<file path="src/tzcp_pkg.sv">
// Shared types, constants and the neighbour offset table for the zero-crossing point extractor.
// Used by tzcp_ctrl, tzcp_dp and tsdf_zero_crossing_points; depends on nothing.
package tzcp_pkg;

	// Default sizes of the voxel volume and the empty-voxel marker.
	localparam int DEF_MAX_X          = 64;
	localparam int DEF_MAX_Y          = 64;
	localparam int DEF_MAX_Z          = 64;
	localparam int DEF_EMPTY_SENTINEL = 32767;

	// Field widths.
	localparam int POS_W   = 6;
	localparam int CRD_W   = 7;   // neighbour coordinate, one above a position
	localparam int DIST_W  = 16;
	localparam int WGT_W   = 15;
	localparam int MAG_W   = 16;
	localparam int CELL_W  = 16;
	localparam int DIM_W   = 7;
	localparam int PT_W    = 24;
	localparam int CA_W    = 24;
	localparam int NUM_W   = 40;
	localparam int DEN_W   = 18;
	localparam int DIV_STEPS = NUM_W;
	localparam int DCNT_W  = $clog2(DIV_STEPS);
	localparam int NB_W    = 4;
	localparam int NB_NARROW = 3;
	localparam int NB_WIDE   = 13;
	localparam int CFG_IDX_W  = 3;
	localparam int CFG_DATA_W = 16;
	localparam int IN_TDATA_W  = 56;
	localparam int OUT_TDATA_W = 72;

	// Configuration register indexes.
	localparam logic [CFG_IDX_W-1:0] REG_DIM_X   = 3'd0;
	localparam logic [CFG_IDX_W-1:0] REG_DIM_Y   = 3'd1;
	localparam logic [CFG_IDX_W-1:0] REG_DIM_Z   = 3'd2;
	localparam logic [CFG_IDX_W-1:0] REG_CELL_X  = 3'd3;
	localparam logic [CFG_IDX_W-1:0] REG_CELL_Y  = 3'd4;
	localparam logic [CFG_IDX_W-1:0] REG_CELL_Z  = 3'd5;
	localparam logic [CFG_IDX_W-1:0] REG_WIDE    = 3'd6;

	// Register reset values.
	localparam logic [DIM_W-1:0]  RST_DIM  = 7'd64;
	localparam logic [CELL_W-1:0] RST_CELL = 16'd3072;

	// Input word kinds.
	localparam logic CMD_WRITE = 1'b0;
	localparam logic CMD_SCAN  = 1'b1;

	// Axis selectors.
	localparam logic [1:0] AXIS_X = 2'd0;
	localparam logic [1:0] AXIS_Y = 2'd1;
	localparam logic [1:0] AXIS_Z = 2'd2;

	// Datapath operations issued by the controller.
	typedef enum logic [3:0] {
		OP_NONE,
		OP_WRITE,
		OP_LOAD,
		OP_RD_CEN,
		OP_CEN_LATCH,
		OP_RD_NB,
		OP_NB_LATCH,
		OP_MUL_CA,
		OP_MUL_CB,
		OP_MUL_NA,
		OP_MUL_NB,
		OP_DIV,
		OP_DIV_END,
		OP_PUSH,
		OP_FLUSH
	} op_t;

	typedef struct packed {
		op_t        op;
		logic [1:0] axis;
		logic [NB_W-1:0] nb;
	} ctrl_cmd_t;

	typedef struct packed {
		logic interior;
		logic centre_ok;
		logic crossing;
		logic nb_last;
		logic pend_valid;
		logic out_free;
	} dp_status_t;

	typedef struct packed {
		logic [DIM_W-1:0]  dim_x;
		logic [DIM_W-1:0]  dim_y;
		logic [DIM_W-1:0]  dim_z;
		logic [CELL_W-1:0] cell_x;
		logic [CELL_W-1:0] cell_y;
		logic [CELL_W-1:0] cell_z;
		logic              wide;
	} cfg_t;

	typedef struct packed {
		logic signed [1:0] dx;
		logic signed [1:0] dy;
		logic signed [1:0] dz;
	} offset_t;

	// Forward neighbour offsets: three axis neighbours, or thirteen in wide mode.
	function automatic offset_t nb_offset(input logic wide, input logic [NB_W-1:0] idx);
		offset_t o;
		o = '{dx: 2'sd0, dy: 2'sd0, dz: 2'sd0};
		if (!wide) begin
			case (idx)
				4'd0:    o = '{dx:  2'sd1, dy:  2'sd0, dz:  2'sd0};
				4'd1:    o = '{dx:  2'sd0, dy:  2'sd1, dz:  2'sd0};
				default: o = '{dx:  2'sd0, dy:  2'sd0, dz:  2'sd1};
			endcase
		end else begin
			case (idx)
				4'd0:    o = '{dx: -2'sd1, dy: -2'sd1, dz:  2'sd1};
				4'd1:    o = '{dx:  2'sd0, dy: -2'sd1, dz:  2'sd1};
				4'd2:    o = '{dx:  2'sd1, dy: -2'sd1, dz:  2'sd1};
				4'd3:    o = '{dx: -2'sd1, dy:  2'sd0, dz:  2'sd1};
				4'd4:    o = '{dx:  2'sd0, dy:  2'sd0, dz:  2'sd1};
				4'd5:    o = '{dx:  2'sd1, dy:  2'sd0, dz:  2'sd1};
				4'd6:    o = '{dx: -2'sd1, dy:  2'sd1, dz:  2'sd1};
				4'd7:    o = '{dx:  2'sd0, dy:  2'sd1, dz:  2'sd1};
				4'd8:    o = '{dx:  2'sd1, dy:  2'sd1, dz:  2'sd1};
				4'd9:    o = '{dx: -2'sd1, dy:  2'sd0, dz:  2'sd0};
				4'd10:   o = '{dx: -2'sd1, dy:  2'sd1, dz:  2'sd0};
				4'd11:   o = '{dx:  2'sd0, dy:  2'sd1, dz:  2'sd0};
				default: o = '{dx:  2'sd1, dy:  2'sd1, dz:  2'sd0};
			endcase
		end
		return o;
	endfunction

endpackage

</file>
<file path="src/tzcp_ctrl.sv">
// Controller state machine of the zero-crossing point extractor.
// Depends on tzcp_pkg; drives tzcp_dp through ctrl_cmd_t and reads dp_status_t.
module tzcp_ctrl
	import tzcp_pkg::*;
(
	input  logic       clk,
	input  logic       arst_n,
	input  logic       in_valid,
	input  logic       in_cmd,
	output logic       in_ready,
	input  dp_status_t status,
	output ctrl_cmd_t  cmd
);

	typedef enum logic [12:0] {
		ST_IDLE    = 13'b0000000000001,
		ST_CEN_RD  = 13'b0000000000010,
		ST_CEN_CHK = 13'b0000000000100,
		ST_NB_RD   = 13'b0000000001000,
		ST_NB_CHK  = 13'b0000000010000,
		ST_MUL_CA  = 13'b0000000100000,
		ST_MUL_CB  = 13'b0000001000000,
		ST_MUL_NA  = 13'b0000010000000,
		ST_MUL_NB  = 13'b0000100000000,
		ST_DIV     = 13'b0001000000000,
		ST_DIV_END = 13'b0010000000000,
		ST_PUSH    = 13'b0100000000000,
		ST_FLUSH   = 13'b1000000000000
	} state_t;

	state_t            state_q, state_d;
	logic [NB_W-1:0]   nb_q, nb_d;
	logic [1:0]        axis_q, axis_d;
	logic [DCNT_W-1:0] dcnt_q, dcnt_d;

	assign in_ready = (state_q == ST_IDLE);

	// Next state, counters and datapath command.
	always_comb begin
		state_d  = state_q;
		nb_d     = nb_q;
		axis_d   = axis_q;
		dcnt_d   = dcnt_q;
		cmd.op   = OP_NONE;
		cmd.axis = axis_q;
		cmd.nb   = nb_q;
		unique case (state_q)
			ST_IDLE: begin
				if (in_valid) begin
					if (in_cmd == CMD_SCAN) begin
						cmd.op  = OP_LOAD;
						state_d = ST_CEN_RD;
					end else begin
						cmd.op = OP_WRITE;
					end
				end
			end
			ST_CEN_RD: begin
				cmd.op  = OP_RD_CEN;
				state_d = status.interior ? ST_CEN_CHK : ST_IDLE;
			end
			ST_CEN_CHK: begin
				cmd.op = OP_CEN_LATCH;
				nb_d   = '0;
				state_d = status.centre_ok ? ST_NB_RD : ST_IDLE;
			end
			ST_NB_RD: begin
				cmd.op  = OP_RD_NB;
				state_d = ST_NB_CHK;
			end
			ST_NB_CHK: begin
				cmd.op = OP_NB_LATCH;
				if (status.crossing) begin
					axis_d  = AXIS_X;
					state_d = ST_MUL_CA;
				end else if (status.nb_last) begin
					state_d = ST_FLUSH;
				end else begin
					nb_d    = nb_q + 1'b1;
					state_d = ST_NB_RD;
				end
			end
			ST_MUL_CA: begin
				cmd.op  = OP_MUL_CA;
				state_d = ST_MUL_CB;
			end
			ST_MUL_CB: begin
				cmd.op  = OP_MUL_CB;
				state_d = ST_MUL_NA;
			end
			ST_MUL_NA: begin
				cmd.op  = OP_MUL_NA;
				state_d = ST_MUL_NB;
			end
			ST_MUL_NB: begin
				cmd.op  = OP_MUL_NB;
				dcnt_d  = '0;
				state_d = ST_DIV;
			end
			ST_DIV: begin
				cmd.op = OP_DIV;
				dcnt_d = dcnt_q + 1'b1;
				if (dcnt_q == DCNT_W'(DIV_STEPS - 1)) begin
					state_d = ST_DIV_END;
				end
			end
			ST_DIV_END: begin
				cmd.op = OP_DIV_END;
				if (axis_q == AXIS_Z) begin
					state_d = ST_PUSH;
				end else begin
					axis_d  = axis_q + 1'b1;
					state_d = ST_MUL_CA;
				end
			end
			ST_PUSH: begin
				// The held point moves out only once the output word is free.
				if (!status.pend_valid || status.out_free) begin
					cmd.op = OP_PUSH;
					if (status.nb_last) begin
						state_d = ST_FLUSH;
					end else begin
						nb_d    = nb_q + 1'b1;
						state_d = ST_NB_RD;
					end
				end
			end
			ST_FLUSH: begin
				if (!status.pend_valid) begin
					state_d = ST_IDLE;
				end else if (status.out_free) begin
					cmd.op  = OP_FLUSH;
					state_d = ST_IDLE;
				end
			end
			default: state_d = ST_IDLE;
		endcase
	end

	// State and counter registers.
	always_ff @(posedge clk or negedge arst_n) begin
		if (!arst_n) begin
			state_q <= ST_IDLE;
			nb_q    <= '0;
			axis_q  <= AXIS_X;
			dcnt_q  <= '0;
		end else begin
			state_q <= state_d;
			nb_q    <= nb_d;
			axis_q  <= axis_d;
			dcnt_q  <= dcnt_d;
		end
	end

endmodule

</file>
<file path="config.mk">
export PLATFORM = sky130hd
export DESIGN_NAME = tzcp_ctrl
export DESIGN_NICKNAME = d
export VERILOG_FILES = /design/src/tzcp_pkg.sv /design/src/tzcp_ctrl.sv
export SDC_FILE = /design/constraint.sdc
export NUM_CORES = 1
export LEC_CHECK = 0
export BUFFER_PORTS_ARGS = -buffer_cell sky130_fd_sc_hd__buf_4
export CAP_MARGIN = 20
export CORE_MARGIN = 10
export CORE_UTILIZATION = 46
export CTS_CLUSTER_DIAMETER = 120
export DETAILED_ROUTE_END_ITERATION = 8
export GPL_ROUTABILITY_DRIVEN = 1
export PLACE_DENSITY = 0.65
export SYNTH_ARGS = -nofsm -noshare
export SYNTH_HDL_FRONTEND = slang
export SYNTH_SLANG_ARGS = --single-unit
export TNS_END_PERCENT = 20
</file>
<file path="constraint.sdc">
create_clock -name clk -period 4 [get_ports clk]
set_input_delay 0.2 -clock clk [delete_from_list [all_inputs] [get_ports clk]]
set_output_delay 0.2 -clock clk [all_outputs]
set_load 0.05 [all_outputs]
</file>
==> qor.yml, run 1 <==
ant_nets: 0
grt_pass1_vias: 1591
comb_power_share: 0.416
hold_ws_ns: 0.1416
wl_per_cell_um: 17.76
critPathCaptureType: "output port"
syn_inst: 208
p_sw_frac: 0.4181
hold_path_end: "state_q[2]"
place.gp.congestion: 0.9204
n_antenna_cell: 0
ir_drop_uv: 182.8
ys_types: 54
post-cts-setup-buffers: 0
gr-total-overflow: 0
rrSetupSlack_ns: 1.69
ys_seq_elements: 25
critPathKind: "reg -> out"
dr_wl_met2_um: 2198
drt_first_pass_iters: 4
intPower_w: 0.0004491
io_buffers: 20
start_util: 0.4815
grt_max_degree: 27
post-route-min-period_ns: 2.803
die_x_um: 82.37
hold_class: "in -> reg"
async_flop_share: 1.000
rows: 22
syn_area_per_cell_um2: 8.602
dpl.hpwl_um: 3622
totalWireLength_um: 4796
syn2layout_area_growth_pct: 11.96
highest-signal-layer: "met4"
gr-usage-all-layers: 0.1493
netlist_area_um2: 1789
cp_slowest_stage_delay_ns: 0.52
arrival_ns: 2.60
crit_fanout: 12
fill_cells: 363
netlist.top_cell.by_area: "dfrtp_1"
fp.dieArea_um2: 6784
ys_top_cells_by_area: "dfrtp_1, nand3_1, nand2_1"
p_seq_frac: 0.383
fp.dieH_um: 82.37
crit_required_ns: 3.80
htreeDepth: 1
slowest_stage: "dfrtp_1"
synth_edf_count: 0
vias: 1681
tightest_slew_ns: 0.8299
r2r_cells: 5
clock_skew_ns: 0.001958
clock-sinks: 25
vias_per_cell: 6.226
multiInputGateArea_um2: 1070
ys_seq_area_frac: 0.3503
tns_ns: 0
synthDominantCellAreaShare: 0.3357
final_net_count: 236
worstSkewPairLatency_ns: 0.28
p_clk_frac: 0.201
hold_viol_final: 0
holdCritStartpoint: "status[5]"
startpoint: "state_q[5]"
cts_tree: "done"
grt_pass1_wl_um: 8010
syn_nets: 221
io_pins: 21
drtIter0Drc: 150
hold_depth: 3
drc: 0
max_slew_margin: 0.4467
power_density_nw_per_um2: 385.3
m1WireLength_um: 2179
finalSetupViolations: 0
drive_gt1_frac: 0.1622
switching_power_w: 0.0003227
regArea_um2: 626.9
p_leak_nw: 0.8605
start_kind: "flip-flop"
antenna_found_initial: 0
rsz0062_at_grt: "no"
coreArea_um2: 3716
cap_violations: 0
final.period_utilization: 0.7008
fmax_mhz: 356.7
ys.warnings.count: 0
clk_path_buf_depth: 2
cts-buffers-inserted: 3
worst_r2r_endpoint: "state_q[3]"
clockRootBuffer: "clkbuf_8"
path_cells: "nor4_4, nand3_1, or3_1, o311ai_1, buf_4"
status: "completed"
clkTransAtPathRegs_ns: 0.09
dominantRegCellSynth: "dfrtp_1"
wl_met3_um: 297
final-max-slew-violation-count: 0
reg2reg_from: "state_q[8]"
[power groups by stage]
| stage | clock [W] | combinational [W] | sequential (W) |
|---|---|---|---|
| after global placement | 0 | 0.000311 | 0.000299 |
| after detailed placement | 0 | 0.000317 | 0.000301 |
| after global routing | 0.000165 | 0.000349 | 0.000299 |
| final | 0.000155 | 0.000321 | 0.000295 |
| after floorplan | 0 | 0.000218 | 0.000312 |
| after CTS | 0.000156 | 0.000320 | 0.000295 |
[worst max-delay path, delay by kind of cell, from the launching register on]
kind | cells | cell delay, ns
compound gates | 1 | 0.11
buf+inv | 1 | 0.25
flops | 1 | 0.52
simple gates | 3 | 1.44
[per-stage QoR]
step,total power [W],cell area [µm²],instances,setup WS [ns],utilization
floorplan,0.0005296,1789,208,1.444,-
global placement,0.0006099,1948,265,1.644,0.5242
detailed placement,0.0006174,1948,265,1.527,0.5242
CTS,0.0007711,2003,270,1.223,0.5391
global route,0.0008124,2003,270,1.004,0.5391
finish,0.0007718,2003,270,1.197,0.5391
[timing repair]
action / 4_1_cts / 5_1_grt
hold endpoints to repair: 24 / 0
gates resized for setup: 0 / 0
hold buffers: 1 / 0
[cell type report]
type / count / share of cell area
Tap cell: 48 / 0.02998
Clock buffer: 4 / 0.02249
Inverter: 11 / 0.02061
Timing Repair Buffer: 21 / 0.07995
Multi-Input combinational cell: 161 / 0.5340
Sequential cell: 25 / 0.3129
[cells by family (layout without fill, tap and decap cells)]
family | Yosys count | count (layout) | synth area share
buffers and inverters | 22 | 36 | 0.05174
DFF | 25 | 25 | 0.3504
and+or+nand+nor | 97 | 97 | 0.3343
muxes | 1 | 1 | 0.005595
adders and majority gates | 3 | 3 | 0.02098
xor gates and xnor gates | 5 | 5 | 0.02448
AOI/OAI and AO/OA | 55 | 55 | 0.2126
[synthesized netlist by cell type (3+ instances only)]
master,number
a41oi_1,3
xnor2_1,3
nor2b_1,3
nor3_1,7
o21ai_1,11
o211ai_1,4
nor3b_1,3
ha_1,3
and2_1,3
nor4b_2,3
dfrtp_1,24
nand4b_1,3
inv_1,11
nand4_1,5
nor2_1,16
nand2_1,16
nor4_1,6
nand3_1,12
o2bb2ai_1,3
buf_2,7
a21oi_1,11
or3_1,5
clkbuf_1,3
[cells in the final DEF (no fill, tap or decap), types with 4 or more instances in the layout]
cell / n
nand2_1: 16
dfrtp_1: 24
or3_1: 5
nor4_1: 6
o21ai_1: 11
nand4_1: 5
nor3_1: 7
a21oi_1: 11
inv_1: 11
nand3_1: 12
buf_4: 20
o211ai_1: 4
nor2_1: 16
[how the worst max path moves through the flow]
stage	to	cells after the start
floorplan	cmd[7]	5
global placement	cmd[6]	5
detailed placement	cmd[6]	5
CTS	cmd[6]	5
global route	cmd[6]	5
finish	cmd[6]	5
[registers in the layout (all words and copies together), names as in the netlist]
signal,flops
state_q,13
dcnt_q,6
nb_q,4
axis_q,2
[routing by layer]
metal,global-route usage,vias to the layer above
met5,0,-
met4,0.06463,0
met3,0.02592,11
met2,0.2348,43
met1,0.1964,809
li1,-,818
(Power assumes the default switching activity.)
==> inputs of run 2 (changes only) <==
PLACE_DENSITY = 0.68   (was 0.65)
clock period = 2.3 ns   (was 4 ns; I/O delays follow)
==> run 2 against run 1 <==
Effect of this change:
- first-iteration DRC count is 1.3% higher
- total power grew 88%
- global-route usage fell by 0.44 points
- flip-flop and latch count unchanged
- combinational power is 110% higher
- critical path depth rose by 1
- count of clock-buffer cells in the layout is the same
- wire length grew 1.5%
- cell count is 5.9% higher
- register-to-register slack got worse by 1.4 ns
==> qor.yml, run 2 (synthesized netlist as in run 1, its figures left out) <==
status: "completed"
post-route-min-period_ns: 2.248
finalSetupViolations: 0  # unchanged
io_buffers: 20  # unchanged
place_area_um2: 2011  # +3.2%
crit_family: "simple AND/OR/NAND/NOR gates"
cp-endpoint: "cmd[9]"
ir_drop_uv: 420.9  # +130%
start_util: 0.4815  # unchanged
critPathMostFrequentCell: "or4_4"
stdcell_area_um2: 2178  # +8.7%
finalCoreUtilization: 0.5862  # +0.04714
p_seq_frac: 0.354  # -0.029
tns_ns: 0  # unchanged
vias_per_cell: 6.112  # -1.8%
drt_first_pass_iters: 4  # unchanged
clkTransAtPathRegs_ns: 0.09  # about the same
clk_path_buf_depth: 2  # unchanged
cts-buffers-inserted: 3  # unchanged
clock-sinks: 25  # unchanged
reg2reg_from: "state_q[1]"
final_common_cell: "buf_4"
crit_required_ns: 2.18  # -1.62 ns
n_antenna_cell: 0  # unchanged
fmax_mhz: 444.8
intPower_w: 0.0008647  # +93%
io_pins: 21  # unchanged
max_slew_margin: 0.6703  # +0.2236
critPathCaptureType: "output port"
drc: 0  # unchanged
worstSkewPairLatency_ns: 0.28  # about the same
syn2layout_area_growth_pct: 21.75
vias: 1748  # +4.0%
cp_slowest_stage_delay_ns: 0.56  # +0.04 ns
ant_nets: 0  # unchanged
die_x_um: 82.37  # unchanged
crit_fanout: 4  # -8
startpoint: "state_q[1]"
cap_violations: 0  # unchanged
comb_power_share: 0.459  # +0.043
fp.dieH_um: 82.37  # unchanged
largest_reg_flops: 13  # unchanged
worst_r2r_endpoint: "state_q[0]"
gr-usage-all-layers: 0.1450  # -0.004390
rrSetupSlack_ns: 0.28  # -1.41 ns
dpl.hpwl_um: 3452  # -4.7%
p_sw_frac: 0.4052  # -0.01292
p_clk_frac: 0.187  # -0.014
clock_skew_ns: 0.004251  # +0.002292 ns
final.period_utilization: 0.9774
crit_cells: 6  # +1
setup_ws_ns: 0.05200  # -1.145 ns
final_cell_mix: "buf_4, dfrtp_1, nor2_1, nand2_1, nand3_1"
final_net_count: 252  # +6.8%
slowest_stage: "or4_4"
rsz0062_at_grt: "yes"
rows: 22  # unchanged
tightest_slew_ns: 0.4935  # -0.3364 ns
grt_pass1_wl_um: 7866  # -1.8%
cts_tree: "done"
clockRootBuffer: "clkbuf_8"
start_kind: "flip-flop"
power_density_nw_per_um2: 667.4  # +73%
place.gp.congestion: 0.9786  # +6.3%
crit_buf_inv: 1  # unchanged
r2r_cells: 8  # +3
drive_gt1_frac: 0.2731  # +0.1109
final-max-slew-violation-count: 0  # unchanged
switching_power_w: 0.0005890  # +83%
grt_pass1_vias: 1645  # +3.4%
preCtsSetupSlack_ns: 0.2528  # -1.274 ns
antenna_found_initial: 0  # unchanged
regMostFlops: "state_q"
hold_class: "in -> reg"
fp.dieArea_um2: 6784  # unchanged
gr-total-overflow: 0  # unchanged
coreArea_um2: 3716  # unchanged
critPathKind: "reg -> out"
hold_viol_final: 0  # unchanged
grt_max_degree: 26  # -3.7%
path_cells: "or4_4, nor3_4, nand2_2, nor3b_2, or4_4, buf_8"
p_leak_nw: 0.9320  # +8.3%
totalWireLength_um: 4868  # +1.5%
htreeDepth: 1  # unchanged
arrival_ns: 2.13  # -0.47 ns
hold_depth: 3  # unchanged
largestRegisters: "state_q x13, dcnt_q x6, nb_q x4"
wl_per_cell_um: 17.02  # -4.2%
drtIter0Drc: 152  # +1.3%
-- run 2: worst min-delay path by stage --
stage	from	to	slack (ns)
floorplan	arst_n	axis_q[0]	-0.18
global placement	arst_n	state_q[6]	0.05
detailed placement	arst_n	state_q[6]	0.05
CTS	status[5]	state_q[2]	0.06
global route	status[5]	state_q[2]	0.05
finish	status[5]	state_q[2]	0.05
-- run 2: power groups by stage --
stage               sequential (W)  combinational (W)  clock, W
detailed placement        0.000523           0.000585         0
global route              0.000519           0.000722  0.000297
CTS                       0.000514           0.000595  0.000277
floorplan                 0.000542           0.000383         0
global placement          0.000521           0.000591         0
finish                    0.000514           0.000667  0.000272
-- run 2: final cells by class --
cell class	instances	area, µm²
Multi-Input combinational cell	161	1110
Sequential cell	25	634.4
Timing Repair Buffer	37	287.8
Inverter	11	41.29
Fill cell	351	1538
Clock buffer	4	45.04
Tap cell	48	60.06
-- run 2: worst reg2reg max path, cell delays in order (launching register included) --
cell and delay (ns):
dfrtp_2 0.45, buf_4 0.15, nor4_4 0.19, buf_4 0.18, nand4b_1 0.10, a211oi_1 0.36, nor4_1 0.10, buf_4 0.16
o31a_1 0.27
-- run 2: what timing repair did --
action,in CTS,in global routing
pin swaps,0,7
hold buffers,1,0
endpoints found under the hold margin,24,0
setup buffers,0,9
cloned,0,0
endpoints found under the setup margin,2,4
resized for setup,1,17
-- run 2: layer usage --
layer	vias to the layer above	GRT usage	part of all wire
met5	-	0	0
li1	847	-	-
met2	63	0.2309	0.47
met4	0	0.03061	0.0088
met1	831	0.1894	0.44
met3	7	0.04320	0.079
-- run 2: stage by stage --
stage	instances	power [W]	hold slack, ns
2_1_floorplan	208	0.0009249	-0.1806
3_3_place_gp	273	0.001112	0.04590
3_5_place_dp	273	0.001108	0.04599
4_1_cts	278	0.001386	0.06048
5_1_grt	286	0.001538	0.04686
6_report	286	0.001454	0.05269
==> inputs of run 3 (changes only) <==
ABC_AREA = 1   (was unset)
==> run 3 against run 2 <==
Effect of this change:
- design area fell by 14%
- via count decreased by 21%
- cell count is 1.0% lower
- critical endpoint unchanged
- largest power group unchanged
- highest routed layer unchanged
==> qor.yml, run 3 <==
netlist.top_cell.by_area: "dfrtp_1"
reg2reg_from: "state_q[2]"
io_buffers: 20  # unchanged
status: "completed"
coreArea_um2: 3390  # -8.8%
tightest_slew_ns: 0.3229  # -0.1706 ns
synthDominantCellAreaShare: 0.3687  # +0.03300
p_sw_frac: 0.4559  # +0.05076
comb_power_share: 0.470  # +0.011
rsz0062_at_grt: "no"
hold_depth: 3  # unchanged
antenna_found_initial: 0  # unchanged
largest_reg_flops: 13  # unchanged
cts-buffers-inserted: 3  # unchanged
post-route-min-period_ns: 2.023  # -0.2252 ns
cts_tree: "done"
tns_ns: 0  # unchanged
grt_pass1_wl_um: 6134  # -22%
wl_per_cell_um: 12.01  # -29%
switching_power_w: 0.0006316  # +7.2%
startpoint: "state_q[2]"
r2r_cells: 9  # +1
dominantRegCellSynth: "dfrtp_1"
slowest_stage: "dfrtp_1"
htreeDepth: 1  # unchanged
vias_per_cell: 4.905  # -20%
syn_inst: 212  # +1.9%
io_pins: 21  # unchanged
power_w: 0.001385  # -4.7%
fp.dieH_um: 79.51  # -3.5%
worstSkewPairLatency_ns: 0.33  # +0.05 ns
holdCritStartpoint: "status[5]"
regMostFlops: "state_q"
die_x_um: 79.51  # -3.5%
hold_class: "in -> reg"
synth_edf_count: 0  # unchanged
synth_common_cells: "nand2_1, nor2_1, inv_1, dfrtp_1, nand3_1"
clk_path_buf_depth: 2  # unchanged
critPathCaptureType: "output port"
n_antenna_cell: 0  # unchanged
cts_hold_buffers: 1  # unchanged
grt-busiest-layer: "met2"
hold_viol_final: 0  # unchanged
crit_cells: 8  # +2
final-max-slew-violation-count: 0  # unchanged
clockRootBuffer: "clkbuf_4"
final_common_cell: "nand2_1"
rrSetupSlack_ns: 0.71  # +0.43 ns
gr-total-overflow: 0  # unchanged
gr-usage-all-layers: 0.1195  # -0.02543
drc: 0  # unchanged
clkTransAtPathRegs_ns: 0.14  # +0.05 ns
start_util: 0.4806  # -0.0008615
ys_seq_elements: 25  # unchanged
drt_first_pass_iters: 4  # unchanged
finalNonFillerCells: 283  # -1.0%
syn_nets: 225  # +1.8%
drtIter0Drc: 142  # -6.6%
cts_resized: 0  # -1
final.period_utilization: 0.8795  # -0.09790
place.gp.congestion: 0.8879  # -9.3%
crit_buf_inv: 2  # +1
final_cell_mix: "nand2_1, nor2_1, inv_1"
vias: 1388  # -21%
crit_fanout: 7  # +3
ir_drop_uv: 316.8  # -25%
finalSetupViolations: 0  # unchanged
clock-sinks: 25  # unchanged
largestRegisters: "state_q x13, dcnt_q x6, nb_q x4"
syn2layout_area_growth_pct: 14.98
grt_use_met1: 0.1650  # -0.02440
ys_seq_area_frac: 0.3848  # +0.03444
hold_path_end: "state_q[2]"
start_kind: "flip-flop"
final_net_count: 251  # -0.40%
hold_ws_ns: 0.01471  # -0.03798 ns
fmax_mhz: 494.4  # +11%
grt_max_degree: 26  # unchanged
p_clk_frac: 0.147  # -0.040
fp.dieArea_um2: 6322  # -6.8%
dp.cells: 278  # +1.8%
yosysMostFrequentCell: "nand2_1"
grt.met3_usage: 0.02252  # -0.02067
totalWireLength_um: 3400  # -30%
p_seq_frac: 0.383  # +0.029
syn_area_per_cell_um2: 7.684  # -11%
critPathMostFrequentCell: "nand2_4"
cp_slowest_stage_delay_ns: 0.42  # -0.14 ns
ant_nets: 0  # unchanged
cap_violations: 0  # unchanged
drive_gt1_frac: 0.2447  # -0.02838
grt_pass1_vias: 1350  # -18%
ys_top_cells_by_area: "dfrtp_1, nand2_1, nor2_1"
crit_required_ns: 2.18  # about the same
clock_skew_ns: 0.008835  # +0.004585 ns
intPower_w: 0.0007536  # -13%
ys_types: 30  # -44%
met2_usage: 0.1699  # -0.06105
path_cells: "nor2_2, nand2_4, nor2_8, nand2_4, o21ai_0, inv_1, nand2_1, buf_4"
arrival_ns: 1.91  # -0.22 ns
worst_r2r_endpoint: "state_q[12]"
power_density_nw_per_um2: 739.5  # +11%
crit_family: "simple AND/OR/NAND/NOR gates"
dpl.hpwl_um: 2800  # -19%
async_flop_share: 1.000  # unchanged
max_slew_margin: 0.7848  # +0.1144
ys.warnings.count: 0  # unchanged
netlist_area_um2: 1629  # -9.0%
post-cts-setup-buffers: 0  # unchanged
critPathKind: "reg -> out"
rows: 21  # -4.5%
p_leak_nw: 1.038  # +11%
[run 3: cell types whose count changed after synthesis, sizes merged, moves of 4 or more]
cell and change:
a21oi -8, buf -7, clkbuf -4, inv +22
nand2 +44, nor2 +25, nor3 -4, nor3b -4
nor4 -8, nor4b -4, o211ai -4, or3 -5
[run 3: worst max path at each step]
stage                         to  slack [ns]
final                     cmd[9]        0.28
after global routing      cmd[9]        0.11
after floorplan           cmd[6]        0.43
after detailed placement  cmd[6]        0.64
after CTS                 cmd[6]        0.25
after global placement    cmd[9]        0.66
[run 3: layer usage]
layer  part of all wire  vias to the layer above
li1                   -                      727
met1               0.51                      633
met2               0.43                       23
met3              0.043                        5
met4              0.025                        0
met5                  0                        -
[run 3: area by class of cell]
type	count	area, µm²
Multi-Input combinational cell	153	869.6
Fill cell	339	1516
Tap cell	46	57.56
Timing Repair Buffer	21	160.2
Clock buffer	4	26.28
Inverter	34	132.6
Sequential cell	25	626.9
[run 3: kinds of logic after synthesis]
group           after synthesis  synth area share
flops                        25            0.3848
fa+ha+maj                     3           0.02304
xor+xnor                      3           0.01613
compound gates               21           0.08065
buf+inv                      34           0.08141
simple gates                126            0.4140
[run 3: metrics by stage]
step	instance area [µm²]	setup slack [ns]	utilization
finish	1873	0.2772	0.5526
detailed placement	1837	0.6449	0.5419
global placement	1837	0.6631	0.5419
global route	1873	0.1098	0.5526
CTS	1873	0.2504	0.5526
floorplan	1629	0.4315	-
[run 3: power groups by stage]
stage | combinational [W] | sequential, W | clock [W]
final | 0.000651 | 0.000530 | 0.000204
after global routing | 0.000715 | 0.000537 | 0.000231
after CTS | 0.000658 | 0.000531 | 0.000210
after detailed placement | 0.000657 | 0.000539 | 0
after global placement | 0.000658 | 0.000538 | 0
after floorplan | 0.000422 | 0.000605 | 0
[run 3: worst reg2reg max path, cell delays in order, from the launching register on]
cell and delay [ns]:
dfrtp_1 0.42, nor2_2 0.22, nand2_4 0.12, nor2_2 0.18
nand2_2 0.11, o21ai_1 0.18, inv_1 0.05, nor2_1 0.09
nand3_1 0.07, nand2_1 0.07
